$ cat config.mk
export PLATFORM = sky130hd
export DESIGN_NAME = url_percent_codec_top
export DESIGN_NICKNAME = d
export VERILOG_FILES = /design/src/upc_pkg.sv /design/src/upc_step.sv /design/src/url_percent_codec_top.sv
export SDC_FILE = /design/constraint.sdc
export NUM_CORES = 1
export LEC_CHECK = 0
export BUFFER_PORTS_ARGS = -buffer_cell sky130_fd_sc_hd__clkbuf_2
export CAP_MARGIN = 20
export CORE_ASPECT_RATIO = 0.75
export CORE_UTILIZATION = 55
export DETAILED_ROUTE_END_ITERATION = 8
export PLACE_DENSITY_LB_ADDON = 0.25
export SLEW_MARGIN = 20
export SYNTH_ARGS = -nofsm -noshare
export SYNTH_HDL_FRONTEND = slang
export SYNTH_SLANG_ARGS = --single-unit
$ cat constraint.sdc
create_clock -name clk -period 7.05 [get_ports clk]
set_clock_uncertainty 0.2 [all_clocks]
set_input_delay 2.115 -clock clk [delete_from_list [all_inputs] [get_ports clk]]
set_output_delay 2.115 -clock clk [all_outputs]
set_load 0.02 [all_outputs]
$ cat src/upc_pkg.sv
// Package: shared types, character constants and helper functions for the percent codec.
`timescale 1ns / 1ps

package upc_pkg;

    localparam int unsigned RES_MAX = 4;        // results one input transaction can cause
    localparam int unsigned CH_MAX  = 3;        // characters one input transaction can cause

    localparam logic [11:0] LIMIT_RESET = 12'd499;

    localparam logic [7:0] CH_PCT   = 8'h25;    // '%'
    localparam logic [7:0] CH_PLUS  = 8'h2B;    // '+'
    localparam logic [7:0] CH_SPACE = 8'h20;    // ' '
    localparam logic [7:0] CH_SLASH = 8'h2F;    // '/'
    localparam logic [7:0] CH_BSL   = 8'h5C;    // '\'

    typedef enum logic [2:0] {
        PEND_NONE  = 3'b001,    // nothing held
        PEND_PCT   = 3'b010,    // '%' held
        PEND_DIGIT = 3'b100     // '%' and one hex digit held
    } pend_t;

    typedef struct packed {
        logic       req_type;
        logic [7:0] in_byte;
        logic       string_end;
    } in_t;

    typedef struct packed {
        logic [7:0]  out_byte;
        logic        is_terminator;
        logic [11:0] out_length;
        logic        truncated;
        logic        last;
    } out_t;

    typedef struct packed {
        pend_t       pend;
        logic [7:0]  digit;
        logic [11:0] produced;
        logic        stopped;
    } state_t;

    function automatic logic is_hex(input logic [7:0] b);
        is_hex = (b >= 8'h30 && b <= 8'h39) || (b >= 8'h41 && b <= 8'h46) ||
                 (b >= 8'h61 && b <= 8'h66);
    endfunction

    // Nibble value of a hex digit of either case; zero for anything else.
    function automatic logic [3:0] hex_val(input logic [7:0] b);
        if (b >= 8'h30 && b <= 8'h39)
            hex_val = b[3:0];
        else if ((b >= 8'h41 && b <= 8'h46) || (b >= 8'h61 && b <= 8'h66))
            hex_val = b[3:0] + 4'd9;
        else
            hex_val = 4'd0;
    endfunction

    // Uppercase hex digit for a nibble.
    function automatic logic [7:0] hex_char(input logic [3:0] v);
        if (v < 4'd10)
            hex_char = 8'h30 + {4'd0, v};
        else
            hex_char = 8'h37 + {4'd0, v};
    endfunction

    function automatic logic passes(input logic [7:0] b);
        passes = (b >= 8'h61 && b <= 8'h7A) || (b >= 8'h41 && b <= 8'h5A) ||
                 (b >= 8'h30 && b <= 8'h39) || b == CH_SLASH || b == CH_BSL;
    endfunction

endpackage

$ cat src/upc_step.sv
// Per-transaction step: builds the result list and the next codec state in one pass.
`timescale 1ns / 1ps

module upc_step (
    input  upc_pkg::in_t                          item,
    input  upc_pkg::state_t                       cur,
    input  logic [11:0]                           limit,
    output upc_pkg::state_t                       nxt,
    output upc_pkg::out_t [upc_pkg::RES_MAX-1:0]  res,
    output logic [2:0]                            res_cnt
);
    import upc_pkg::*;

    logic [7:0]  ch [0:CH_MAX-1];
    logic [1:0]  n;
    logic        triple;
    logic        plain_go;
    pend_t       pend_mid;
    logic [7:0]  digit_mid;
    logic [12:0] diff;
    logic [1:0]  room;
    logic [1:0]  emit;
    logic [11:0] prod_pre;
    logic        stop_pre;

    // Candidate characters, in order, before the length limit.
    always_comb
    begin
        for (int i = 0; i < CH_MAX; i++)
        begin
            ch[i] = 8'd0;
        end
        n         = 2'd0;
        triple    = 1'b0;
        plain_go  = 1'b0;
        pend_mid  = cur.pend;
        digit_mid = cur.digit;

        if (!item.req_type)
        begin
            pend_mid  = PEND_NONE;
            digit_mid = 8'd0;
            if (passes(item.in_byte))
            begin
                ch[0] = item.in_byte;
                n     = 2'd1;
            end
            else if (item.in_byte == CH_SPACE)
            begin
                ch[0] = CH_PLUS;
                n     = 2'd1;
            end
            else
            begin
                ch[0]  = CH_PCT;
                ch[1]  = hex_char(item.in_byte[7:4]);
                ch[2]  = hex_char(item.in_byte[3:0]);
                n      = 2'd3;
                triple = 1'b1;
            end
        end
        else
        begin
            unique case (cur.pend)
                PEND_PCT:
                begin
                    if (is_hex(item.in_byte))
                    begin
                        pend_mid  = PEND_DIGIT;
                        digit_mid = item.in_byte;
                    end
                    else
                    begin
                        pend_mid = PEND_NONE;
                        ch[0]    = CH_PCT;
                        n        = 2'd1;
                        plain_go = 1'b1;
                    end
                end
                PEND_DIGIT:
                begin
                    pend_mid = PEND_NONE;
                    if (is_hex(item.in_byte))
                    begin
                        ch[0] = {hex_val(cur.digit), hex_val(item.in_byte)};
                        n     = 2'd1;
                    end
                    else
                    begin
                        ch[0]    = CH_PCT;
                        ch[1]    = cur.digit;
                        n        = 2'd2;
                        plain_go = 1'b1;
                    end
                end
                default:
                begin
                    plain_go = 1'b1;
                end
            endcase

            if (plain_go)
            begin
                if (item.in_byte == CH_PCT)
                begin
                    pend_mid = PEND_PCT;
                end
                else
                begin
                    ch[n] = (item.in_byte == CH_PLUS) ? CH_SPACE : item.in_byte;
                    n     = n + 2'd1;
                end
            end
        end

        // Held sequence at string end goes out literally.
        if (item.string_end)
        begin
            unique case (pend_mid)
                PEND_PCT:
                begin
                    ch[n] = CH_PCT;
                    n     = n + 2'd1;
                end
                PEND_DIGIT:
                begin
                    ch[0] = CH_PCT;
                    ch[1] = digit_mid;
                    n     = 2'd2;
                end
                default:
                begin
                end
            endcase
        end
    end

    // Length limit: singles go out while room lasts, a %XY triple all or nothing.
    always_comb
    begin
        diff = {1'b0, limit} - {1'b0, cur.produced};
        if (cur.stopped || diff[12])
            room = 2'd0;
        else if (diff[11:2] != 10'd0)
            room = 2'd3;
        else
            room = diff[1:0];

        if (triple)
            emit = (room == 2'd3) ? 2'd3 : 2'd0;
        else
            emit = (n < room) ? n : room;

        prod_pre = cur.produced + {10'd0, emit};
        stop_pre = cur.stopped | (emit < n);
    end

    always_comb
    begin
        res = '0;
        for (int i = 0; i < CH_MAX; i++)
        begin
            if (2'(i) < emit)
                res[i].out_byte = ch[i];
        end
        if (item.string_end)
        begin
            res[emit].is_terminator = 1'b1;
            res[emit].out_length    = prod_pre;
            res[emit].truncated     = stop_pre;
        end
        res_cnt = {1'b0, emit} + {2'd0, item.string_end};
        for (int i = 0; i < RES_MAX; i++)
        begin
            res[i].last = (3'(i) == res_cnt - 3'd1);
        end

        if (item.string_end)
        begin
            nxt.pend     = PEND_NONE;
            nxt.digit    = 8'd0;
            nxt.produced = 12'd0;
            nxt.stopped  = 1'b0;
        end
        else
        begin
            nxt.pend     = pend_mid;
            nxt.digit    = digit_mid;
            nxt.produced = prod_pre;
            nxt.stopped  = stop_pre;
        end
    end

endmodule

$ cat src/url_percent_codec_top.sv
// Top level: streaming URL percent encoder / decoder with length limit.
`timescale 1ns / 1ps

// Usage
//   in_*  : one string byte per transaction (req_type, in_byte, string_end).
//           Accepted when in_valid is high and in_stall is low.
//   out_* : result transactions, in order, one per cycle while out_stall
//           is low. Each input causes 0 to 4 results; the last one carries
//           last = 1. The byte flagged string_end is followed by a
//           terminator result with out_length and truncated.
//   cfg_* : out_limit write; cfg_ready is always high. Write only while idle.
// Path: an accepted input goes through the input register, then the result
//   buffer, before its first result is on out_*.
// Throughput: one input per cycle when out_stall is low and each input
//   causes at most one result; an input causing more results holds the
//   next one while the result buffer drains one result per cycle.
// Reset: out_limit returns to 499, all codec state and both stages clear.
// Stall: out_stall freezes the result buffer; the input register still
//   takes one more transaction, then in_stall rises until the buffer frees.

module url_percent_codec_top (
    input  logic            clk,
    input  logic            rst_n,
    input  logic            in_valid,
    output logic            in_stall,
    input  upc_pkg::in_t    in_data,
    output logic            out_valid,
    input  logic            out_stall,
    output upc_pkg::out_t   out_data,
    input  logic            cfg_valid,
    output logic            cfg_ready,
    input  logic [11:0]     cfg_data
);
    import upc_pkg::*;

    // Configuration
    logic [11:0] limit_reg;

    // Input register stage
    logic        in_vld_reg, in_vld_next;
    in_t         in_item_reg;

    // Codec state carried between transactions of one string
    state_t      state_reg;
    state_t      state_next;

    // Result buffer: entry 0 is on the output, shifts down on each pop
    out_t [RES_MAX-1:0] buf_reg, buf_next;
    logic [2:0]         buf_cnt_reg, buf_cnt_next;

    out_t [RES_MAX-1:0] step_res;
    logic [2:0]         step_cnt;

    logic pop;
    logic buf_free;
    logic load;
    logic accept;

    assign cfg_ready = 1'b1;

    assign out_valid = (buf_cnt_reg != 3'd0);
    assign out_data  = buf_reg[0];
    assign pop       = out_valid && !out_stall;

    // Buffer can take a new result list this cycle
    assign buf_free  = (buf_cnt_reg == 3'd0) || (pop && buf_cnt_reg == 3'd1);
    assign load      = in_vld_reg && buf_free;
    assign in_stall  = in_vld_reg && !buf_free;
    assign accept    = in_valid && !in_stall;

    upc_step u_step (
        .item    (in_item_reg),
        .cur     (state_reg),
        .limit   (limit_reg),
        .nxt     (state_next),
        .res     (step_res),
        .res_cnt (step_cnt)
    );

    always_comb
    begin
        if (accept)
            in_vld_next = 1'b1;
        else if (load)
            in_vld_next = 1'b0;
        else
            in_vld_next = in_vld_reg;
    end

    always_comb
    begin
        buf_next     = buf_reg;
        buf_cnt_next = buf_cnt_reg;
        if (load)
        begin
            buf_next     = step_res;
            buf_cnt_next = step_cnt;
        end
        else if (pop)
        begin
            for (int i = 0; i < RES_MAX - 1; i++)
            begin
                buf_next[i] = buf_reg[i+1];
            end
            buf_next[RES_MAX-1] = '0;
            buf_cnt_next        = buf_cnt_reg - 3'd1;
        end
    end

    always_ff @(posedge clk or negedge rst_n)
    begin
        if (!rst_n)
        begin
            limit_reg            <= LIMIT_RESET;
            in_vld_reg           <= 1'b0;
            buf_cnt_reg          <= 3'd0;
            state_reg.pend       <= PEND_NONE;
            state_reg.digit      <= 8'd0;
            state_reg.produced   <= 12'd0;
            state_reg.stopped    <= 1'b0;
        end
        else
        begin
            if (cfg_valid && cfg_ready)
                limit_reg <= cfg_data;
            in_vld_reg  <= in_vld_next;
            buf_cnt_reg <= buf_cnt_next;
            if (load)
                state_reg <= state_next;
        end
    end

    // Payload registers, no reset
    always_ff @(posedge clk)
    begin
        if (accept)
            in_item_reg <= in_data;
        buf_reg <= buf_next;
    end

    // Buffer never holds more than one transaction's worth of results
    a_buf_cnt_max: assert property (@(posedge clk) disable iff (!rst_n)
        buf_cnt_reg <= 3'(RES_MAX))
        else $error("result buffer count out of range");

    // A terminator is always the final result of its input
    a_term_last: assert property (@(posedge clk) disable iff (!rst_n)
        out_valid && out_data.is_terminator |-> out_data.last)
        else $error("terminator not marked last");

    // Length and truncation only appear on a terminator
    a_plain_fields: assert property (@(posedge clk) disable iff (!rst_n)
        out_valid && !out_data.is_terminator |->
            out_data.out_length == 12'd0 && !out_data.truncated)
        else $error("length fields set on a character result");

    // Input side stalls only with a full input register
    a_stall_cause: assert property (@(posedge clk) disable iff (!rst_n)
        !in_vld_reg |-> !in_stall)
        else $error("input stalled with empty input register");

    // A consumed last result with nothing loaded leaves the buffer empty
    a_last_drains: assert property (@(posedge clk) disable iff (!rst_n)
        pop && out_data.last && !load |=> !out_valid)
        else $error("results remain after last");

endmodule
# After elaboration in Yosys (flattened, before gate mapping)
# Cells that the tools add are included.
word_totals:
  ff_bits: 142
  latch_bits: 0
  ramBits: 0
  mem_bits_ro: 0
  input_bits: 27
  mem_count: 0
op_classes:
  addsub: 13
  mul: 0
  n_div: 0
  n_lt_le_gt_ge: 27
  eq_ne: 14
  shifts: 0
  muxes: 79
  bitwise: 6
  n_reduce_logical: 36
ops:
  columns: ["operator", "n"]
  rows:
  - ["92-bit bitwise mux", 3]
  - ["92-bit 2-to-1 mux", 3]
  - ["8-bit 2-to-1 mux", 18]
  - ["23-bit demux with 2-bit select", 3]
  - ["24-bit 2-to-1 mux", 5]
  - ["8-bit by 7-bit <= comparator with 1-bit output (second input constant)", 6]
  - ["8-bit demux with 2-bit select", 2]
  - ["8-bit by 6-bit == test with 1-bit output (second input constant)", 4]
  - ["8-bit by 7-bit greater-or-equal comparator with 1-bit output (second input constant)", 4]
  - ["16-bit 2-to-1 mux", 2]
  - ["16-bit case mux with 2 select lines", 1]
  - ["6-bit by 4-bit adder with 7-bit output (first input constant)", 4]
  - ["2-bit 2-to-1 mux", 14]
  - ["24-bit bitwise mux", 1]
  - ["4-bit 2-to-1 mux", 5]
  - ["3-bit 2-to-1 mux", 6]
  - ["8-bit by 6-bit greater-or-equal comparator with 1-bit output (second input constant)", 2]
  - ["8-bit by 6-bit <= comparator with 1-bit output (second input constant)", 2]
  - ["1-bit logical AND", 16]
  - ["8-bit case mux with 2 select lines", 1]
  - ["15-bit bitwise AND", 1]
  - ["15-bit 2-to-1 mux", 1]
  - ["15-bit inverter", 1]
  - ["14-bit 2-to-1 mux", 1]
  - ["35 further kinds", 69]

# Depth between registers and ports, before layout
# Gate-level depths: netlist (run 1).
depth:
  ltp_word: 26
  mapped_depth: 33
  mapped_depth_nobuf: 30

# Cells and area by module
# Synthesis (run 1) repeated with hierarchy kept, for this count alone.
hier_totals:
  hier_cells: 950
  area_unflattened_um2: 9841.9
modules_own_cells:
  columns: ["module", "instances", "cells_each", "area_per_inst_um2", "seq_area_each_um2"]
  rows:
  - ["url_percent_codec_top", 1, 340, 5940.7, 4073.9]
  - ["upc_step", 1, 610, 3901.2, 0.0]

# Worst setup path before layout (run 1)
# Ideal clock, no wire load.
synth_path:
  path_kind: "register to register"
  start: "reg in_item_reg[2] (netlist bit)"
  end: "reg buf_reg, in the netlist out_data[12] (data pin)"
  setup_ns: 0.272
  t_arrival_ns: 6.734
  path_slack_ns: -0.155
  stages_incl_launch_ff: 33
  path_buffers: 3
  synth_period_minus_slack_ns: 7.205
  cell_sequence: "edfxtp_1 > clkbuf_1 > inv_1 > ha_1 > or4b_4 > a41o_1 > o211a_1 > nor3_1 > clkbuf_1 > nor2_1 > a21oi_1 > ha_1 > nor2_1 > a21oi_1 > o21ai_0 > ha_1 > nand2_1 > o21a_1 > ha_1 > nor2_1 > o32a_1 > o31a_1 > nand2_1 > buf_2 > nand2_1 > ha_1 > fa_1 > and3_1 > and3_1 > nand3_1 > nor3_1 > xnor2_1 > o21ai_0"
synth_rtl:
  columns: ["item", "line_no", "text"]
  rows:
  - ["start: declaration", "url_percent_codec_top.sv:41", "in_t in_item_reg;"]
  - ["start signal: assignment", "url_percent_codec_top.sv:137", "in_item_reg <= in_data;"]
  - ["end signal: assignment", "url_percent_codec_top.sv:138", "buf_reg <= buf_next;"]
  - ["end: declaration", "url_percent_codec_top.sv:48", "out_t [RES_MAX-1:0] buf_reg, buf_next;"]

==> results_dict.tcl, run 1 <==
set metrics [dict create \
    setup_viol 0 \
    power_mw 4.20 \
    hp-class "reg -> reg" \
    cp.required_ps 7000 \
    switchingPower_mw 1.79 \
    arrival_ps 6640 \
    swShare 0.427 \
    crit_type "reg -> reg" \
    final.min_clock_period_ps 6680 \
    ff2ff_path_depth 28 \
    min_to "limit_reg[0]" \
    drtIter0Drc 591 \
    clock-sinks 134 \
    max_clock_freq_mhz 150 \
    rrSetupSlack_ps 370 \
    port_buffers 51 \
    die_x_um 144 \
    finalHoldViolations 0 \
    synthFlopType "edfxtp_1" \
    final_cell_mix "nand2_1 (104), edfxtp_1 (94), o21ai_0 (56)" \
    critPathSlowestCell "or4b_4" \
    first_pass_iters 5 \
    crit_buf_inv 1 \
    final_common_cell "nand2_1" \
    r2r-start "in_item_reg[2]" \
    r2r-end "out_data[12]" \
    synth_cell_types 80 \
    row_count 38 \
    power_frac_comb 0.447 \
    synth.avg_cell_area_um2 9.92 \
    die_area_um2 15700 \
    num-nets-final 934 \
    grt_pass1_vias 6266 \
    grt_max_degree 72 \
    powerDensity_nw_per_um2 453 \
    ys_seq_elements 134 \
    ant_nets 0 \
    ios 53 \
    min-delay-start "limit_reg[0]" \
    crit_path_max_fanout 7 \
    p_leak_nw 3.70 \
    ys_seq_area_frac 0.459 \
    ys_warn_count 0 \
    drive_gt1_frac 0.180 \
    async_reset_ff_frac 0.299 \
    wl_um 22300 \
    clockPowerShare 0.202 \
    hold_depth 2 \
    wl_per_cell_um 20.7 \
    htreeDepth 4 \
    timing.final.crit_share 0.948 \
    maxCapViolations 0 \
    dpl.hpwl_um 15600 \
    antenna_found_initial 0 \
    avgViaCountPerCell 6.36 \
    status "finished clean" \
    seq_area_um2 3830 \
    ir_worst_vdd_mv 0.368 \
    cts_tree "built" \
    largest_register_ffs 61 \
    drc 0 \
    worst_pin_slew_ps 828 \
    max_stage_delay_ps 500 \
    start_util 0.570 \
    worstSkewPairLatency_ps 420 \
    syn_area_um2 8350 \
    fill_cells 1260 \
    critPathTopFamily "simple AND/OR/NAND/NOR gates" \
    cts.clk_slew.worst_paths_ps 70 \
    die_h_um 109 \
    antenna_cells 0 \
    cts_inserted_buffers 17 \
    post-place-cells 1045 \
    syn-num-nets 911 \
    grt_pass1_wl_um 35000 \
    dr_total_vias 6841 \
    gp_congestion 0.993 \
    pwr-share-seq 0.352 \
    syn_to_final_growth_pct 11.0 \
    internal_power_mw 2.41 \
    syn_inst 841 \
    startpoint_type "flop" \
    crit_path_end_kind "flop" \
    slew_viol_final 0 \
    multiInputGateArea_um2 4040 \
    relSlewSlack 0.443 \
    tns_ps 0 \
    track_usage 0.301 \
    cp_common_cell "ha_1" \
    core_area_um2 14600 \
    final_cells 1076 \
    cts_buffer_depth 2 \
    synth_edf_count 94 \
    grt_overflow_total 0 \
    root_buffer "clkbuf_16" \
]
-- timing repair --
item,CTS,global route
resized for setup,0,11
setup endpoints to repair,0,33
hold buffers,0,0
setup buffers,0,0
-- metal layers --
layer,global-route usage,vias up,part of all wire
met5,0,-,0
met4,0.0782,0,0.0093
met3,0.0588,19,0.096
met2,0.398,338,0.40
met1,0.492,3323,0.49
li1,-,3161,-
-- kinds of logic after synthesis --
group / after synthesis / share of synthesized area
AOI/OAI and AO/OA: 254 / 0.219
DFF: 134 / 0.459
muxes: 14 / 0.0183
xor gates and xnor gates: 18 / 0.0189
other: 1 / 0.000449
adders and majority gates: 43 / 0.0663
buffers and inverters: 115 / 0.0649
and+or+nand+nor: 262 / 0.153
-- area by class of cell --
type                    count  area share
clock buffers              19      0.0467
multi-input cells         592       0.436
well taps                 200      0.0270
repair buffers             73      0.0454
inverters                  46      0.0186
flip-flops and latches    134       0.414
clock inverters            12      0.0131
-- power groups by stage --
stage	logic [mW]	clock network [mW]	registers, mW
after floorplan	1.44	0	1.42
after global placement	1.80	0	1.47
after detailed placement	1.83	0	1.49
after CTS	1.84	0.858	1.48
after global routing	2.08	0.894	1.52
final	1.88	0.848	1.48
-- worst max-delay path by stage --
| stage | startpoint | to | slack (ps) | cells after the start |
|---|---|---|---|---|
| 5_1_grt | in_item_reg[2] | out_data[10] | -20 | 27 |
| 3_3_place_gp | in_item_reg[2] | out_data[12] | 460 | 29 |
| 6_report | in_item_reg[2] | out_data[12] | 370 | 28 |
| 4_1_cts | in_item_reg[2] | out_data[12] | 90 | 29 |
| 2_1_floorplan | in_item_reg[2] | out_data[12] | 70 | 32 |
| 3_5_place_dp | in_item_reg[2] | out_data[12] | 140 | 29 |
-- through the flow --
stage	setup slack, ps	util	hold slack [ps]	area (um^2)
after floorplan	67.0	-	280	8350
after global placement	460	0.591	298	8650
after detailed placement	137	0.591	300	8650
after CTS	90.6	0.629	318	9210
after global routing	-19.6	0.633	342	9270
final	366	0.633	316	9270
-- cells in the mapped netlist (5+ instances only) --
master | n | share of area
a211oi_1 | 6 | 0.0054
o21bai_1 | 5 | 0.0045
o41ai_1 | 8 | 0.0084
edfxtp_1 | 94 | 0.34
o21a_1 | 6 | 0.0054
buf_4 | 24 | 0.022
a22oi_1 | 5 | 0.0045
xnor2_1 | 18 | 0.019
nor2b_1 | 8 | 0.0060
a21oi_1 | 38 | 0.023
nand2b_1 | 15 | 0.011
nor4_1 | 5 | 0.0037
a31oi_1 | 9 | 0.0067
and3_1 | 5 | 0.0037
nand2_1 | 105 | 0.047
buf_1 | 5 | 0.0022
nand4_1 | 6 | 0.0045
or2_2 | 7 | 0.0052
or3_1 | 5 | 0.0037
and2_1 | 8 | 0.0060
nor2_1 | 36 | 0.016
a22o_1 | 16 | 0.017
mux2_2 | 10 | 0.013
o31ai_2 | 9 | 0.013
a21o_1 | 8 | 0.0072
inv_1 | 46 | 0.021
clkbuf_1 | 34 | 0.015
ha_1 | 41 | 0.061
dfrtp_1 | 32 | 0.096
dfstp_2 | 8 | 0.025
o31ai_1 | 16 | 0.014
nor3_1 | 28 | 0.017
nand3_1 | 15 | 0.0090
o21ai_0 | 57 | 0.034
a32oi_1 | 7 | 0.0073
o22ai_1 | 14 | 0.010
-- worst register-to-register path: cells and delay by family, from the launching register on --
family,cells,cell delay [ps]
buf+inv,1,140
xor+xnor,1,240
flops,1,410
fa+ha+maj,6,1650
compound gates,8,1510
simple gates,12,2260
Power figures use the tool's default switching activity.
==> run 2, diff against run 1 <==
ABC_AREA = 1   (was default)
==> run 2 against run 1 <==
Compared with the run above: worst setup slack better by 370 ps; total power is 11% lower; non-clock buffer count is 17 lower; via count is 2.5% lower; sequential power is 3% lower; synthesized cell count is 11% higher; first-iteration DRC count is 32% higher; synthesized area is 1.1% lower; core utilization is 0.83 points lower; flip-flop and latch count stayed put; die area is 1.1% lower.
==> results_dict.tcl, run 2 <==
set metrics [dict create \
    status "finished clean" \
    setup_viol 0 \
    slew_viol_final 0 \
    cts_hold_buf 0 \
    wl_um 20100 \
    ant_nets 0 \
    largest_register_ffs 61 \
    row_count 38 \
    die_x_um 143 \
    cp_common_cell "nand2_1" \
    ff2ff_path_depth 31 \
    powerDensity_nw_per_um2 410 \
    final_cell_area_um2 9090 \
    crit_start "in_item_reg[1]" \
    port_buffers 51 \
    drc 0 \
    first_pass_iters 5 \
    crit_type "reg -> reg" \
    final.min_clock_period_ps 6310 \
    clock-sinks 134 \
    post-place-ws_ps 886 \
    synthFlopType "edfxtp_1" \
    num-nets-final 1025 \
    root_buffer "clkbuf_16" \
    final_cell_mix "nand2_1 (204), inv_1 (104), edfxtp_1 (94)" \
    r2r-start "in_item_reg[1]" \
    final_common_cell "nand2_1" \
    async_reset_ff_frac 0.299 \
    drtIter0Drc 782 \
    maxCapViolations 0 \
    crit_path_max_fanout 14 \
    final_util 0.625 \
    rsz0062_at_grt "false" \
    syn_area_um2 8250 \
    start_util 0.567 \
    ys_warn_count 0 \
    syn_inst 933 \
    synthTopCellsByArea "edfxtp_1 (34%), dfrtp_1 (9.7%), nand2_1 (9.3%)" \
    worstSkewPairLatency_ps 420 \
    synth_most_common_cell "nand2_1" \
    cp.required_ps 7030 \
    synth_edf_count 94 \
    hold_depth 2 \
    p_leak_nw 4.01 \
    grt_overflow_total 0 \
    dr_total_vias 6673 \
    yosysTopAreaCellShare 0.342 \
    synthTopCellsByCount "nand2_1 (205), inv_1 (104), edfxtp_1 (94)" \
    crit_path_end_kind "flop" \
    die_h_um 108 \
    critPathSlowestCell "edfxtp_1" \
    antenna_found_initial 0 \
    r2r-end "buf_reg[36]" \
    ys_seq_elements 134 \
    rrSetupSlack_ps 740 \
    hp-class "reg -> reg" \
    synth.avg_cell_area_um2 8.84 \
    die_area_um2 15500 \
    power_mw 3.73 \
    cts.clk_slew.worst_paths_ps 60 \
    wl_per_cell_um 17.2 \
    endpoint "buf_reg[36]" \
    tns_ps 0 \
    max_stage_delay_ps 610 \
    finalHoldViolations 0 \
    grt_max_degree 72 \
    grt_pass1_vias 5878 \
    cts_tree "built" \
    ir_worst_vdd_mv 0.428 \
    antenna_cells 0 \
    drive_gt1_frac 0.154 \
    timing.final.crit_share 0.895 \
    htreeDepth 4 \
    grt_pass1_wl_um 31600 \
    postCtsSetupBuffers 0 \
    gp_congestion 0.932 \
    fin_ws_ps 740 \
    syn-num-nets 1003 \
    relSlewSlack 0.406 \
    core_area_um2 14500 \
    cts_buffer_depth 2 \
    ys_seq_area_frac 0.465 \
    ctsResizeCount 0 \
    cts_inserted_buffers 17 \
    synth_cell_types 55 \
    startpoint_type "flop" \
    worst_pin_slew_ps 891 \
    max_clock_freq_mhz 158 \
    track_usage 0.276 \
    ios 53 \
    placed_area_um2 8470 \
    syn_to_final_growth_pct 10.1 \
    avgViaCountPerCell 5.71 \
    arrival_ps 6290 \
    dpl.hpwl_um 14100 \
    synth_top_area_cell "edfxtp_1" \
]
[run 2: area by class of cell]
class / count / area (um^2)
flip-flops and latches: 134 / 3830
fillers: 1220 / 5460
inverters: 118 / 445
well taps: 200 / 250
clock buffers: 20 / 437
clock inverters: 12 / 180
repair buffers: 56 / 293
multi-input cells: 628 / 3650
[run 2: critical path, delay by kind of cell (launching register included)]
family	cells	cell delay, ps
adder cells (fa/ha/maj)	5	1390
AO/OA/AOI/OAI	5	700
AND/OR/NAND/NOR	15	2370
buffers and inverters	5	550
XOR/XNOR	1	270
flip-flops	1	610
[run 2: routing by layer]
layer	routed length, um	part of all wire	global-route usage	vias up
li1	-	-	-	3219
met4	213	0.011	0.0638	0
met3	2160	0.11	0.0841	22
met2	7790	0.39	0.354	321
met1	9920	0.49	0.442	3111
met5	0	0	0	-
[run 2: worst min path at each step]
| stage | endpoint | from |
|---|---|---|
| 6_report | buf_reg[53] | buf_reg[76] |
| 5_1_grt | buf_reg[57] | buf_reg[80] |
| 4_1_cts | buf_reg[53] | buf_reg[76] |
| 3_5_place_dp | buf_reg[53] | buf_reg[76] |
| 3_3_place_gp | buf_reg[51] | buf_reg[74] |
| 2_1_floorplan | limit_reg[0] | limit_reg[0] |
[run 2: power by group]
group          leakage [nW]  internal, mW  switching, mW
clock                 0.294         0.592          0.348
sequential             1.46          1.29          0.142
combinational          2.26         0.405          0.949
total                  4.01          2.29           1.44
[run 2: per-stage QoR]
stage / instances / hold WS (ps)
after floorplan: 933 / 265
after global placement: 1136 / 297
after detailed placement: 1136 / 304
after CTS: 1168 / 318
after global routing: 1168 / 341
final: 1168 / 316
[run 2: cell families after synthesis]
logic type / after synthesis / share of synthesized area
AND/OR/NAND/NOR: 369 / 0.204
AO/OA/AOI/OAI: 185 / 0.135
buffers and inverters: 171 / 0.0945
flip-flops: 134 / 0.465
adder cells (fa/ha/maj): 43 / 0.0670
XOR/XNOR: 20 / 0.0212
multiplexers: 10 / 0.0136
other: 1 / 0.000454
==> run 3, diff against run 2 <==
CORE_MARGIN = 2   (was default)
PLACE_DENSITY = 0.88   (was default)
PLACE_DENSITY_LB_ADDON = default   (was 0.25)
==> run 3 against run 2 <==
Compared with the run above: total power up 0.78%; flip-flop and latch count unchanged; via count is 4.7% higher; sequential power hardly changed; wire length rose by 6.0%; maximum frequency down 1.2%; global-route usage about the same; critical path type unchanged; largest cell class unchanged; highest routed layer unchanged.
==> results_dict.tcl, run 3 (synthesis gave the netlist of run 2 again) <==
set metrics [dict create \
    status "finished clean" \
    num-nets-final 1026 \
    final.min_clock_period_ps 6390 \
    syn_to_final_growth_pct 10.2 \
    cp.required_ps 7030 \
    final_common_cell "nand2_1" \
    cts_hold_buf 0 \
    power_mw 3.75 \
    track_usage 0.276 \
    post-place-ws_ps 822 \
    crit_buf_inv 6 \
    ctsResizeCount 0 \
    grt_overflow_total 0 \
    ir_worst_vdd_mv 0.425 \
    fill_cells 1179 \
    final_cell_mix "nand2_1 (204), inv_1 (104), edfxtp_1 (94)" \
    drive_gt1_frac 0.157 \
    top_signal_layer_used "met4" \
    multiInputGateArea_um2 3650 \
    ant_nets 0 \
    rrSetupSlack_ps 660 \
    crit_type "reg -> reg" \
    first_pass_iters 7 \
    final_util 0.625 \
    drc 0 \
    row_count 38 \
    largest_register_ffs 61 \
    cts_inserted_buffers 17 \
    wl_per_cell_um 18.2 \
    worstSkewPairLatency_ps 430 \
    hold_ws_ps 319 \
    seq_area_um2 3830 \
    dpl.hpwl_um 15100 \
    die_x_um 145 \
    p_leak_nw 4.02 \
    grt_max_degree 65 \
    worst_pin_slew_ps 994 \
    timing.final.crit_share 0.906 \
    max_clock_freq_mhz 157 \
    clock-sinks 134 \
    crit_path_max_fanout 9 \
    cts.clk_slew.worst_paths_ps 60 \
    postCtsSetupBuffers 0 \
    relSlewSlack 0.337 \
    gp_congestion 1.00 \
    htreeDepth 4 \
    start_util 0.567 \
    avgViaCountPerCell 5.98 \
    dr_total_vias 6985 \
    wl_met3_um 2830 \
    rsz0062_at_grt "false" \
    startpoint_type "flop" \
    setup_viol 0 \
    critPathSlowestCell "edfxtp_1" \
    drtIter0Drc 1025 \
    powerDensity_nw_per_um2 413 \
    antenna_found_initial 0 \
    fin_ws_ps 665 \
    wl_um 21300 \
    grt_pass1_wl_um 34100 \
    arrival_ps 6370 \
    hp-class "reg -> reg" \
    finalHoldViolations 0 \
    grt_pass1_vias 6446 \
    core_area_um2 14500 \
    maxCapViolations 0 \
    antenna_cells 0 \
    critPathTopFamily "simple AND/OR/NAND/NOR gates" \
    die_area_um2 16000 \
    cts_tree "built" \
    ios 53 \
    tns_ps 0 \
    root_buffer "clkbuf_16" \
    die_h_um 110 \
    max_stage_delay_ps 530 \
    slew_viol_final 0 \
    cts_buffer_depth 2 \
    wl_met1_um 9270 \
    met2_length_um 8870 \
    crit_path_end_kind "flop" \
    port_buffers 51 \
]
## run 3: stage by stage
step                std cells  instance area, um^2
detailed placement       1137                 8490
CTS                      1169                 9100
global route             1169                 9100
global placement         1137                 8490
finish                   1169                 9100
floorplan                 933                 8250
## run 3: path summary, 6_finish.rpt
kind / from / endpoint / cells past startpoint
max in group asynchronous: rst_n / state_reg[18] / 1
min in group asynchronous: rst_n / limit_reg[3] / 1
worst min register to register: buf_reg[83] / buf_reg[60] / 1
worst min-delay path: buf_reg[83] / buf_reg[60] / 1
worst max register to register: in_item_reg[2] / buf_reg[36] / 34
worst max-delay path: in_item_reg[2] / buf_reg[36] / 34
## run 3: layout make-up
cell class / instances / area share
sequential: 134 / 0.421
clock buffer: 18 / 0.0472
inverter: 118 / 0.0490
timing repair buffer: 57 / 0.0344
tap: 200 / 0.0275
multi-input combinational: 628 / 0.401
clock inverter: 14 / 0.0194
## run 3: power by group
part	switching, mW	leakage [nW]	internal [mW]
Clock	0.352	0.291	0.559
Combinational	1.00	2.27	0.421
Sequential	0.131	1.46	1.29
## run 3: layer usage
| layer | track usage | vias up |
|---|---|---|
| met5 | 0 | - |
| met4 | 0.0819 | 0 |
| met3 | 0.0996 | 41 |
| met2 | 0.395 | 457 |
| met1 | 0.394 | 3272 |
| li1 | - | 3215 |
## run 3: worst reg2reg max path, delay by kind of cell, from the launching register on
kind                     cells  cell delay, ps
adder cells (fa/ha/maj)      5            1300
buffers and inverters        6             660
flip-flops                   1             530
AND/OR/NAND/NOR             17            2430
XOR/XNOR                     1             310
AO/OA/AOI/OAI                5             720
